==> src/rtl/core/crc_checked_frame_receiver_assert.svh <==
// Assertion macros shared by the frame receiver RTL.
`ifndef CRC_CHECKED_FRAME_RECEIVER_ASSERT_SVH
`define CRC_CHECKED_FRAME_RECEIVER_ASSERT_SVH

// Checked on every clock edge outside of reset.
`define CCFR_ASSERT(name, prop, msg) \
  name: assert property (@(posedge clk) disable iff (rst) prop) \
    else $error(msg);

// Checked on every clock edge, reset included.
`define CCFR_ASSERT_ALWAYS(name, prop, msg) \
  name: assert property (@(posedge clk) prop) \
    else $error(msg);

`endif

==> src/rtl/core/ccfr_pkg.sv <==
package ccfr_pkg;

  // Payload buffer geometry and field widths.
  localparam int MAX_PAYLOAD = 64;
  localparam int ADDR_W      = 6;
  localparam int LEN_W       = 7;
  localparam int CFG_IDX_W   = 3;

  // CRC-16 constants: seed, generator polynomial and top bit.
  localparam logic [15:0] CRC_SEED = 16'hFFFF;
  localparam logic [15:0] CRC_POLY = 16'h1021;
  localparam logic [15:0] CRC_MSB  = 16'h8000;

  // Configuration register indexes.
  localparam logic [CFG_IDX_W-1:0] REG_SYNC_FIRST   = 3'd0;
  localparam logic [CFG_IDX_W-1:0] REG_SYNC_SECOND  = 3'd1;
  localparam logic [CFG_IDX_W-1:0] REG_NODE_ADDR    = 3'd2;
  localparam logic [CFG_IDX_W-1:0] REG_BCAST_ADDR   = 3'd3;
  localparam logic [CFG_IDX_W-1:0] REG_RESET_MSG_ID = 3'd4;

  // Receive phases, one-hot.
  typedef enum logic [9:0] {
    PH_SYNC0  = 10'b00_0000_0001,
    PH_SYNC1  = 10'b00_0000_0010,
    PH_DEST   = 10'b00_0000_0100,
    PH_SRC    = 10'b00_0000_1000,
    PH_MSG    = 10'b00_0001_0000,
    PH_LEN    = 10'b00_0010_0000,
    PH_DATA   = 10'b00_0100_0000,
    PH_CRC_LO = 10'b00_1000_0000,
    PH_CRC_HI = 10'b01_0000_0000,
    PH_EMIT   = 10'b10_0000_0000
  } phase_t;

  // One byte of CRC-16, MSB first, no reflection.
  function automatic logic [15:0] crc_byte(input logic [15:0] crc_in, input logic [7:0] data);
    logic [15:0] c;
    c = crc_in ^ {data, 8'h00};
    for (int b = 0; b < 8; b++) begin
      if ((c & CRC_MSB) != 16'h0000) begin
        c = {c[14:0], 1'b0} ^ CRC_POLY;
      end else begin
        c = {c[14:0], 1'b0};
      end
    end
    return c;
  endfunction

endpackage

==> src/rtl/core/crc_checked_frame_receiver.sv <==
// Frame receiver with sync hunt and CRC-16 check.
// Input channel: one received bus byte per request on rx_byte, in_valid/in_stall.
// The block hunts for the two sync bytes, then takes destination, source,
// message id, length and payload, writing the payload into a 64-byte buffer,
// then the CRC-16 low byte and high byte. Outside the drain, bytes are taken
// at one per cycle. Output channel: out_valid/out_stall with one request per
// payload byte, or one request with has_data low for an empty frame; last
// marks the final one. Only frames with a good CRC addressed to this node or
// to broadcast emit. After the CRC high byte is taken, the first result passes
// through the drain phase, the buffer's registered read and the output
// register; an empty frame skips the buffer read. The buffer then drains one
// result per cycle; in_stall stays high while it drains. When the receiver
// stalls, the output register holds its result and the drain pauses; once
// the last result sits in the output register the block takes input bytes
// again. Configuration: cfg_valid/cfg_ready, always ready.
// Reset (rst, synchronous) returns to the sync hunt, clears the output and
// loads the register defaults; the buffer needs no clearing.
module crc_checked_frame_receiver (
  input  logic                            clk,
  input  logic                            rst,
  // Input byte channel.
  input  logic                            in_valid,
  output logic                            in_stall,
  input  logic [7:0]                      rx_byte,
  // Configuration write channel.
  input  logic                            cfg_valid,
  output logic                            cfg_ready,
  input  logic [ccfr_pkg::CFG_IDX_W-1:0]  cfg_index,
  input  logic [7:0]                      cfg_data,
  // Result channel.
  output logic                            out_valid,
  input  logic                            out_stall,
  output logic [7:0]                      dest_address,
  output logic [7:0]                      source_address,
  output logic [7:0]                      message_id,
  output logic [ccfr_pkg::LEN_W-1:0]      payload_length,
  output logic [ccfr_pkg::ADDR_W-1:0]     byte_index,
  output logic [7:0]                      data_byte,
  output logic                            has_data,
  output logic                            is_broadcast,
  output logic                            reset_request,
  output logic                            last
);

  // Configuration registers.
  logic [7:0] sync_first;
  logic [7:0] sync_second;
  logic [7:0] node_address;
  logic [7:0] broadcast_address;
  logic [7:0] reset_msg_id;

  // Receive state.
  ccfr_pkg::phase_t               phase;
  logic [7:0]                     hdr_dest;
  logic [7:0]                     hdr_source;
  logic [7:0]                     hdr_msg;
  logic [ccfr_pkg::LEN_W-1:0]     hdr_length;
  logic [ccfr_pkg::LEN_W-1:0]     fill_count;
  logic [ccfr_pkg::LEN_W-1:0]     fill_count_next;
  logic [15:0]                    running_crc;
  logic [15:0]                    crc_update;
  logic [7:0]                     crc_low_byte;

  // Drain pipeline between buffer read and output register.
  logic                           pend;
  logic [ccfr_pkg::ADDR_W-1:0]    pend_idx;
  logic [ccfr_pkg::ADDR_W-1:0]    last_idx;
  logic [7:0]                     rd_data;

  logic in_accept;
  logic addr_match;
  logic crc_match;
  logic out_free;
  logic emitting;
  logic load;
  logic empty_load;
  logic last_load;
  logic issue;
  logic ram_we;

  assign cfg_ready = 1'b1;
  assign in_stall  = (phase == ccfr_pkg::PH_EMIT);
  assign in_accept = in_valid && !in_stall;

  assign crc_update      = ccfr_pkg::crc_byte(running_crc, rx_byte);
  assign fill_count_next = fill_count + ccfr_pkg::LEN_W'(1);
  assign addr_match      = (hdr_dest == node_address) || (hdr_dest == broadcast_address);
  assign crc_match       = ({rx_byte, crc_low_byte} == running_crc);

  // Drain control: a read is issued when the stage after it can move.
  assign emitting   = (phase == ccfr_pkg::PH_EMIT);
  assign out_free   = !out_valid || !out_stall;
  assign load       = pend && out_free;
  assign empty_load = emitting && (hdr_length == '0) && out_free;
  assign issue      = emitting && (hdr_length != '0) && (fill_count < hdr_length)
                      && (!pend || load);
  assign last_idx   = hdr_length[ccfr_pkg::ADDR_W-1:0] - ccfr_pkg::ADDR_W'(1);
  assign last_load  = load && (pend_idx == last_idx);

  assign ram_we = in_accept && (phase == ccfr_pkg::PH_DATA);

  // Payload buffer.
  ccfr_ram #(
    .WIDTH (8),
    .DEPTH (ccfr_pkg::MAX_PAYLOAD)
  ) u_payload_ram (
    .clk   (clk),
    .we    (ram_we),
    .waddr (fill_count[ccfr_pkg::ADDR_W-1:0]),
    .wdata (rx_byte),
    .re    (issue),
    .raddr (fill_count[ccfr_pkg::ADDR_W-1:0]),
    .rdata (rd_data)
  );

  // Configuration register writes; indexes past the list are ignored.
  always_ff @(posedge clk) begin
    if (rst) begin
      sync_first        <= 8'd0;
      sync_second       <= 8'd0;
      node_address      <= 8'd0;
      broadcast_address <= 8'd255;
      reset_msg_id      <= 8'd0;
    end else if (cfg_valid && cfg_ready) begin
      unique case (cfg_index)
        ccfr_pkg::REG_SYNC_FIRST:   sync_first        <= cfg_data;
        ccfr_pkg::REG_SYNC_SECOND:  sync_second       <= cfg_data;
        ccfr_pkg::REG_NODE_ADDR:    node_address      <= cfg_data;
        ccfr_pkg::REG_BCAST_ADDR:   broadcast_address <= cfg_data;
        ccfr_pkg::REG_RESET_MSG_ID: reset_msg_id      <= cfg_data;
        default: ;
      endcase
    end
  end

  // Frame parser and drain sequencer.
  always_ff @(posedge clk) begin
    if (rst) begin
      phase        <= ccfr_pkg::PH_SYNC0;
      hdr_dest     <= 8'd0;
      hdr_source   <= 8'd0;
      hdr_msg      <= 8'd0;
      hdr_length   <= '0;
      fill_count   <= '0;
      running_crc  <= ccfr_pkg::CRC_SEED;
      crc_low_byte <= 8'd0;
    end else if (emitting) begin
      // The buffer read walks fill_count; leave once the last result loads.
      if (issue) begin
        fill_count <= fill_count_next;
      end
      if (empty_load || last_load) begin
        phase      <= ccfr_pkg::PH_SYNC0;
        fill_count <= '0;
      end
    end else if (in_accept) begin
      unique case (phase)
        ccfr_pkg::PH_SYNC1: begin
          if (rx_byte == sync_second) begin
            phase       <= ccfr_pkg::PH_DEST;
            running_crc <= ccfr_pkg::CRC_SEED;
          end else begin
            phase <= ccfr_pkg::PH_SYNC0;
          end
        end
        ccfr_pkg::PH_DEST: begin
          hdr_dest    <= rx_byte;
          running_crc <= crc_update;
          phase       <= ccfr_pkg::PH_SRC;
        end
        ccfr_pkg::PH_SRC: begin
          hdr_source  <= rx_byte;
          running_crc <= crc_update;
          phase       <= ccfr_pkg::PH_MSG;
        end
        ccfr_pkg::PH_MSG: begin
          hdr_msg     <= rx_byte;
          running_crc <= crc_update;
          phase       <= ccfr_pkg::PH_LEN;
        end
        ccfr_pkg::PH_LEN: begin
          fill_count <= '0;
          if (rx_byte > 8'(ccfr_pkg::MAX_PAYLOAD)) begin
            // Oversized frame is dropped.
            phase        <= ccfr_pkg::PH_SYNC0;
            running_crc  <= ccfr_pkg::CRC_SEED;
            crc_low_byte <= 8'd0;
          end else begin
            hdr_length  <= rx_byte[ccfr_pkg::LEN_W-1:0];
            running_crc <= crc_update;
            phase       <= (rx_byte == 8'd0) ? ccfr_pkg::PH_CRC_LO : ccfr_pkg::PH_DATA;
          end
        end
        ccfr_pkg::PH_DATA: begin
          fill_count  <= fill_count_next;
          running_crc <= crc_update;
          if (fill_count_next >= hdr_length) begin
            phase <= ccfr_pkg::PH_CRC_LO;
          end
        end
        ccfr_pkg::PH_CRC_LO: begin
          crc_low_byte <= rx_byte;
          phase        <= ccfr_pkg::PH_CRC_HI;
        end
        ccfr_pkg::PH_CRC_HI: begin
          // Frame ends here; a good frame for us goes on to drain.
          fill_count   <= '0;
          running_crc  <= ccfr_pkg::CRC_SEED;
          crc_low_byte <= 8'd0;
          phase        <= (crc_match && addr_match) ? ccfr_pkg::PH_EMIT
                                                     : ccfr_pkg::PH_SYNC0;
        end
        default: begin
          // Hunting the first sync byte, and any phase with no meaning.
          phase <= (rx_byte == sync_first) ? ccfr_pkg::PH_SYNC1 : ccfr_pkg::PH_SYNC0;
        end
      endcase
    end
  end

  // Read data pending in the buffer's output register.
  always_ff @(posedge clk) begin
    if (rst) begin
      pend     <= 1'b0;
      pend_idx <= '0;
    end else if (issue) begin
      pend     <= 1'b1;
      pend_idx <= fill_count[ccfr_pkg::ADDR_W-1:0];
    end else if (load) begin
      pend <= 1'b0;
    end
  end

  // Output register.
  always_ff @(posedge clk) begin
    if (rst) begin
      out_valid <= 1'b0;
    end else if (load || empty_load) begin
      out_valid      <= 1'b1;
      dest_address   <= hdr_dest;
      source_address <= hdr_source;
      message_id     <= hdr_msg;
      payload_length <= hdr_length;
      byte_index     <= load ? pend_idx : '0;
      data_byte      <= load ? rd_data : 8'd0;
      has_data       <= load;
      is_broadcast   <= (hdr_dest == broadcast_address);
      reset_request  <= (hdr_msg == reset_msg_id);
      last           <= empty_load || last_load;
    end else if (out_valid && !out_stall) begin
      out_valid <= 1'b0;
    end
  end

`include "crc_checked_frame_receiver_assert.svh"

  `CCFR_ASSERT(a_pend_only_in_emit, pend |-> emitting, "buffer read pending outside the drain")
  `CCFR_ASSERT(a_fill_in_range, emitting |-> fill_count <= hdr_length, "drain read past frame length")
  `CCFR_ASSERT(a_pend_holds, pend && !load |=> pend && $stable(rd_data), "pending read data lost")
  `CCFR_ASSERT(a_one_load, !(load && empty_load), "payload and empty result loaded together")
  `CCFR_ASSERT_ALWAYS(a_reset_clear, rst |=> !out_valid && !pend, "reset left a result")

endmodule

==> src/rtl/core/ccfr_ram.sv <==
// Simple dual-port RAM: one write port, one read port with registered data.
module ccfr_ram #(
  parameter int WIDTH = 8,
  parameter int DEPTH = 64
) (
  input  logic                     clk,
  input  logic                     we,
  input  logic [$clog2(DEPTH)-1:0] waddr,
  input  logic [WIDTH-1:0]         wdata,
  input  logic                     re,
  input  logic [$clog2(DEPTH)-1:0] raddr,
  output logic [WIDTH-1:0]         rdata
);

  logic [WIDTH-1:0] mem [DEPTH];

  // Write port.
  always_ff @(posedge clk) begin
    if (we) begin
      mem[waddr] <= wdata;
    end
  end

  // Read port; data holds while no read is issued.
  always_ff @(posedge clk) begin
    if (re) begin
      rdata <= mem[raddr];
    end
  end

endmodule

==> config.mk <==
export PLATFORM = sky130hd
export DESIGN_NAME = crc_checked_frame_receiver
export DESIGN_NICKNAME = d
export VERILOG_FILES = /design/src/rtl/core/ccfr_pkg.sv /design/src/rtl/core/crc_checked_frame_receiver.sv /design/src/rtl/core/ccfr_ram.sv
export VERILOG_INCLUDE_DIRS = /design/src /design/src/rtl/core
export SDC_FILE = /design/constraint.sdc
export NUM_CORES = 1
export LEC_CHECK = 0
export ABC_AREA = 0
export CORE_MARGIN = 5
export CORE_UTILIZATION = 45
export DETAILED_ROUTE_END_ITERATION = 8
export DONT_BUFFER_PORTS = 1
export PLACE_DENSITY = 0.61
export RECOVER_POWER = 50
export SYNTH_ARGS = -nofsm -noshare
export SYNTH_HDL_FRONTEND = slang
export SYNTH_SLANG_ARGS = --single-unit
==> constraint.sdc <==
create_clock -name clk -period 6.1 [get_ports clk]
set_input_delay 0.61 -clock clk [delete_from_list [all_inputs] [get_ports clk]]
set_output_delay 0.61 -clock clk [all_outputs]
set_load 0.1 [all_outputs]
==> summary.txt <==
Clock network
  – CTS Buf Count: 71
  – CTS sink count: 689
  – H-tree Lvls: 3
  – Root buffer cell: clkbuf_16
  – Worst-skew pair later-pin latency: 0.61 ns
  – Gates resized, CTS repair: 0
  – Post-CTS Setup Inserts: 0
  – Hold-fix buffers, CTS: 0
  – CTS Buffer Depth: 3
  – Clock transition at path regs: 0.06 ns
  – CTS tree: yes

Worst hold path
  – Worst hold path depth: 1
  – Hold Path Origin: rst
  – Worst hold path type: in -> reg
  – Worst-case hold path end point: sync_second[3]

STA
  – Count of pins over their slew limit: 0
  – Fmax: 271.5 MHz
  – Final min period: 3.683 ns
  – RSZ-0062 raised after global routing: no
  – Worst Max-Slew Pin Slew: 1.199 ns
  – Setup TNS: 0 ns
  – Final Skew: 0.02808 ns
  – Hold slack: 0.05890 ns
  – Fin crit share: 0.6038
  – Slew Limit Headroom: 0.1979
  – Final hold vios: 0
  – Endpoints failing setup: 0

GRT
  – Total GRT Usage: 0.2196
  – First-pass GRT wire length: 108,300 um
  – Initial antenna violation count: 2
  – Largest net degree at the start of global routing: 112
  – GR Overflow Total: 0
  – Vias in the first global route: 16,400

Critical path
  – R2R cell count: 4
  – CP cell instances: nor3b_2, buf_4, nand2_1, nor2_1
  – Crit-path max FO: 34
  – Slowest stage delay, CP: 0.81 ns
  – Critical Path Sink Type: flop
  – Setup crit start kind: flop
  – Reg2reg end: u_payload_ram.mem[25][5]
  – R2r setup slk: 2.42 ns
  – CP Class: reg -> reg
  – Arrival @ worst endpoint: 3.90 ns
  – Reg-to-Reg Start: fill_count[0]
  – Slowest-stage cell, CP: nor2_1
  – CP Data Required Time: 6.32 ns

Status
  – Status: finished, final reports clean

Yosys
  – Syn avg cell area: 14.32 sq um
  – Seq/Total Area, Yosys: 0.7197
  – Post-Syn Area: 27,080 sq um
  – Yosys reg bits: 689
  – Post-Syn Nets: 1,931
  – Unique masters post-synth: 73
  – Asr flop ratio synth: 0
  – Ys flop type: edfxtp_1
  – Number of synthesized flops with an enable pin: 569
  – Syn. warnings: 0
  – Post-synthesis cell count: 1,891

Power and ir drop
  – Clock Power Share: 0.449
  – Sw Share: 0.1958
  – Pint: 7603 uW
  – Combinational share of power: 0.012
  – Sequential Power Share: 0.539
  – Sw power: 1851 uW
  – Worst vdd ir: 0.0001904 V
  – Leakage: 0.009549 uW
  – Pwr Density: 313.9 nW/um^2

Final layout
  – Fillers: 5,000
  – Largest registers: u_payload_ram.mem (512), running_crc (16), phase (10)
  – Max reg flops: 512
  – Layout cells sized above 1: 0.08842
  – Most common cell after layout, fill and taps aside: edfxtp_1
  – Largest Register: u_payload_ram.mem
  – Nets: 1,918
  – Highest-count cells in the layout ignoring fill and taps: 569 x edfxtp_1, 146 x nor2_1, 129 x nand2_1, 120 x a22oi_1, 117 x dfxtp_1
  – P&R area growth vs syn: 11.21%

Drt
  – Via/cell ratio: 6.160
  – Antenna Nets Post-Route: 0
  – Iteration-0 DRC Markers: 1,815
  – Wire per inst: 27.35 um
  – Via count: 16,740
  – First-pass iteration count of the detailed router: 6
  – DRC violations left: 0
  – Final Routed Wirelength: 74,330 um

Placement
  – Placer Congestion: 0.8568
  – DPL Wire Length: 44,470 um
  – # port buffers: 0

Die
  – Initial Util: 0.4512
  – CORE AREA: 60,020 sq um
  – DIE AREA: 65,180 sq um
  – Site Rows: 90
  – I/O pin total: 76
  – Die Width: 255.3 um
  – Die H: 255.3 um

Run
  – Max Cap Viol: 0
cell families after synthesis:
logic type / count (synthesis) / synth area share
flops: 689 / 0.7197
xor+xnor: 85 / 0.02749
other cells: 1 / 0.0001385
buf+inv: 133 / 0.01959
fa+ha+maj: 16 / 0.007393
compound gates: 432 / 0.1132
mux: 78 / 0.03276
simple gates: 457 / 0.07975
cell type report:
cell class	instances	area [sq um]	share of cell area
antenna	2	5.005	0.0001662
clock buffer	98	2002	0.06648
clock inverter	31	271.5	0.009016
inverter	21	78.83	0.002617
multi-input combinational	1069	7092	0.2355
sequential	689	19490	0.6473
tap	782	978.4	0.03249
timing repair buffer	26	195.2	0.006481
worst max-delay path by stage:
stage | start | endpoint | slack (ns) | cells past startpoint
6_report | fill_count[0] | u_payload_ram.mem[25][5] | 2.42 | 4
5_1_grt | phase[0] | message_id[0] | 2.30 | 6
4_1_cts | fill_count[0] | u_payload_ram.mem[25][1] | 2.41 | 4
3_5_place_dp | fill_count[0] | u_payload_ram.mem[25][2] | 2.45 | 4
3_3_place_gp | fill_count[0] | u_payload_ram.rdata[1] | 2.49 | 8
2_1_floorplan | phase[4] | byte_index[0] | 1.51 | 6
routing by layer:
metal / share of wire / up-vias / global-route usage
li1: - / 7317 / -
met1: 0.40 / 8408 / 0.2910
met2: 0.47 / 877 / 0.3555
met3: 0.096 / 141 / 0.05924
met4: 0.033 / 0 / 0.07317
met5: 0 / - / 0
worst max-delay path, delay by kind of cell, from the launching register on:
family,cells,cell delay [ns]
AND/OR/NAND/NOR,3,1.86
buffers and inverters,1,0.59
flip-flops,1,0.80
synthesized netlist by cell type, types with 6 or more instances:
master / count / area [sq um]
a211oi_1: 9 / 67.56
a21o_1: 7 / 52.55
a21oi_1: 95 / 475.5
a221oi_1: 41 / 359.1
a222oi_1: 7 / 70.07
a22o_1: 38 / 332.8
a22oi_1: 120 / 900.9
a31oi_1: 26 / 162.7
a41oi_1: 6 / 52.55
and2_1: 19 / 118.9
and3_1: 6 / 37.54
buf_1: 13 / 48.80
buf_2: 22 / 110.1
clkbuf_1: 76 / 285.3
dfxtp_1: 120 / 2402
edfxtp_1: 569 / 17090
ha_1: 16 / 200.2
inv_1: 19 / 71.32
mux2_2: 15 / 168.9
mux2i_1: 56 / 560.5
mux4_2: 7 / 157.7
nand2_1: 129 / 484.2
nand2b_1: 6 / 37.54
nand3_1: 35 / 175.2
nand4_1: 23 / 143.9
nor2_1: 146 / 548.0
nor2b_1: 11 / 68.82
nor3_1: 27 / 135.1
nor3b_1: 10 / 75.07
nor4_1: 7 / 43.79
o21ai_0: 27 / 135.1
o22ai_1: 18 / 112.6
or3_1: 8 / 50.05
or4_1: 10 / 75.07
xnor2_1: 62 / 543.0
xor2_1: 23 / 201.4
power groups by stage:
| stage | clock [uW] | combinational (uW) | sequential (uW) |
|---|---|---|---|
| final | 4240 | 115 | 5100 |
| after global routing | 4530 | 125 | 5100 |
| after CTS | 4310 | 114 | 5100 |
| after detailed placement | 0 | 114 | 5200 |
| after global placement | 0 | 112 | 5200 |
| after floorplan | 0 | 107 | 5190 |
per-stage QoR:
| stage | cells | cell area (sq um) | total power, uW | utilization | setup WS [ns] |
|---|---|---|---|---|---|
| finish | 2718 | 30120 | 9454 | 0.5018 | 2.417 |
| global route | 2716 | 30110 | 9746 | 0.5017 | 2.303 |
| CTS | 2716 | 30120 | 9525 | 0.5018 | 2.410 |
| detailed placement | 2587 | 27840 | 5311 | 0.4639 | 2.448 |
| global placement | 2587 | 27840 | 5310 | 0.4639 | 2.491 |
| floorplan | 1891 | 27080 | 5301 | - | 1.507 |
(Power assumes the default switching activity.)
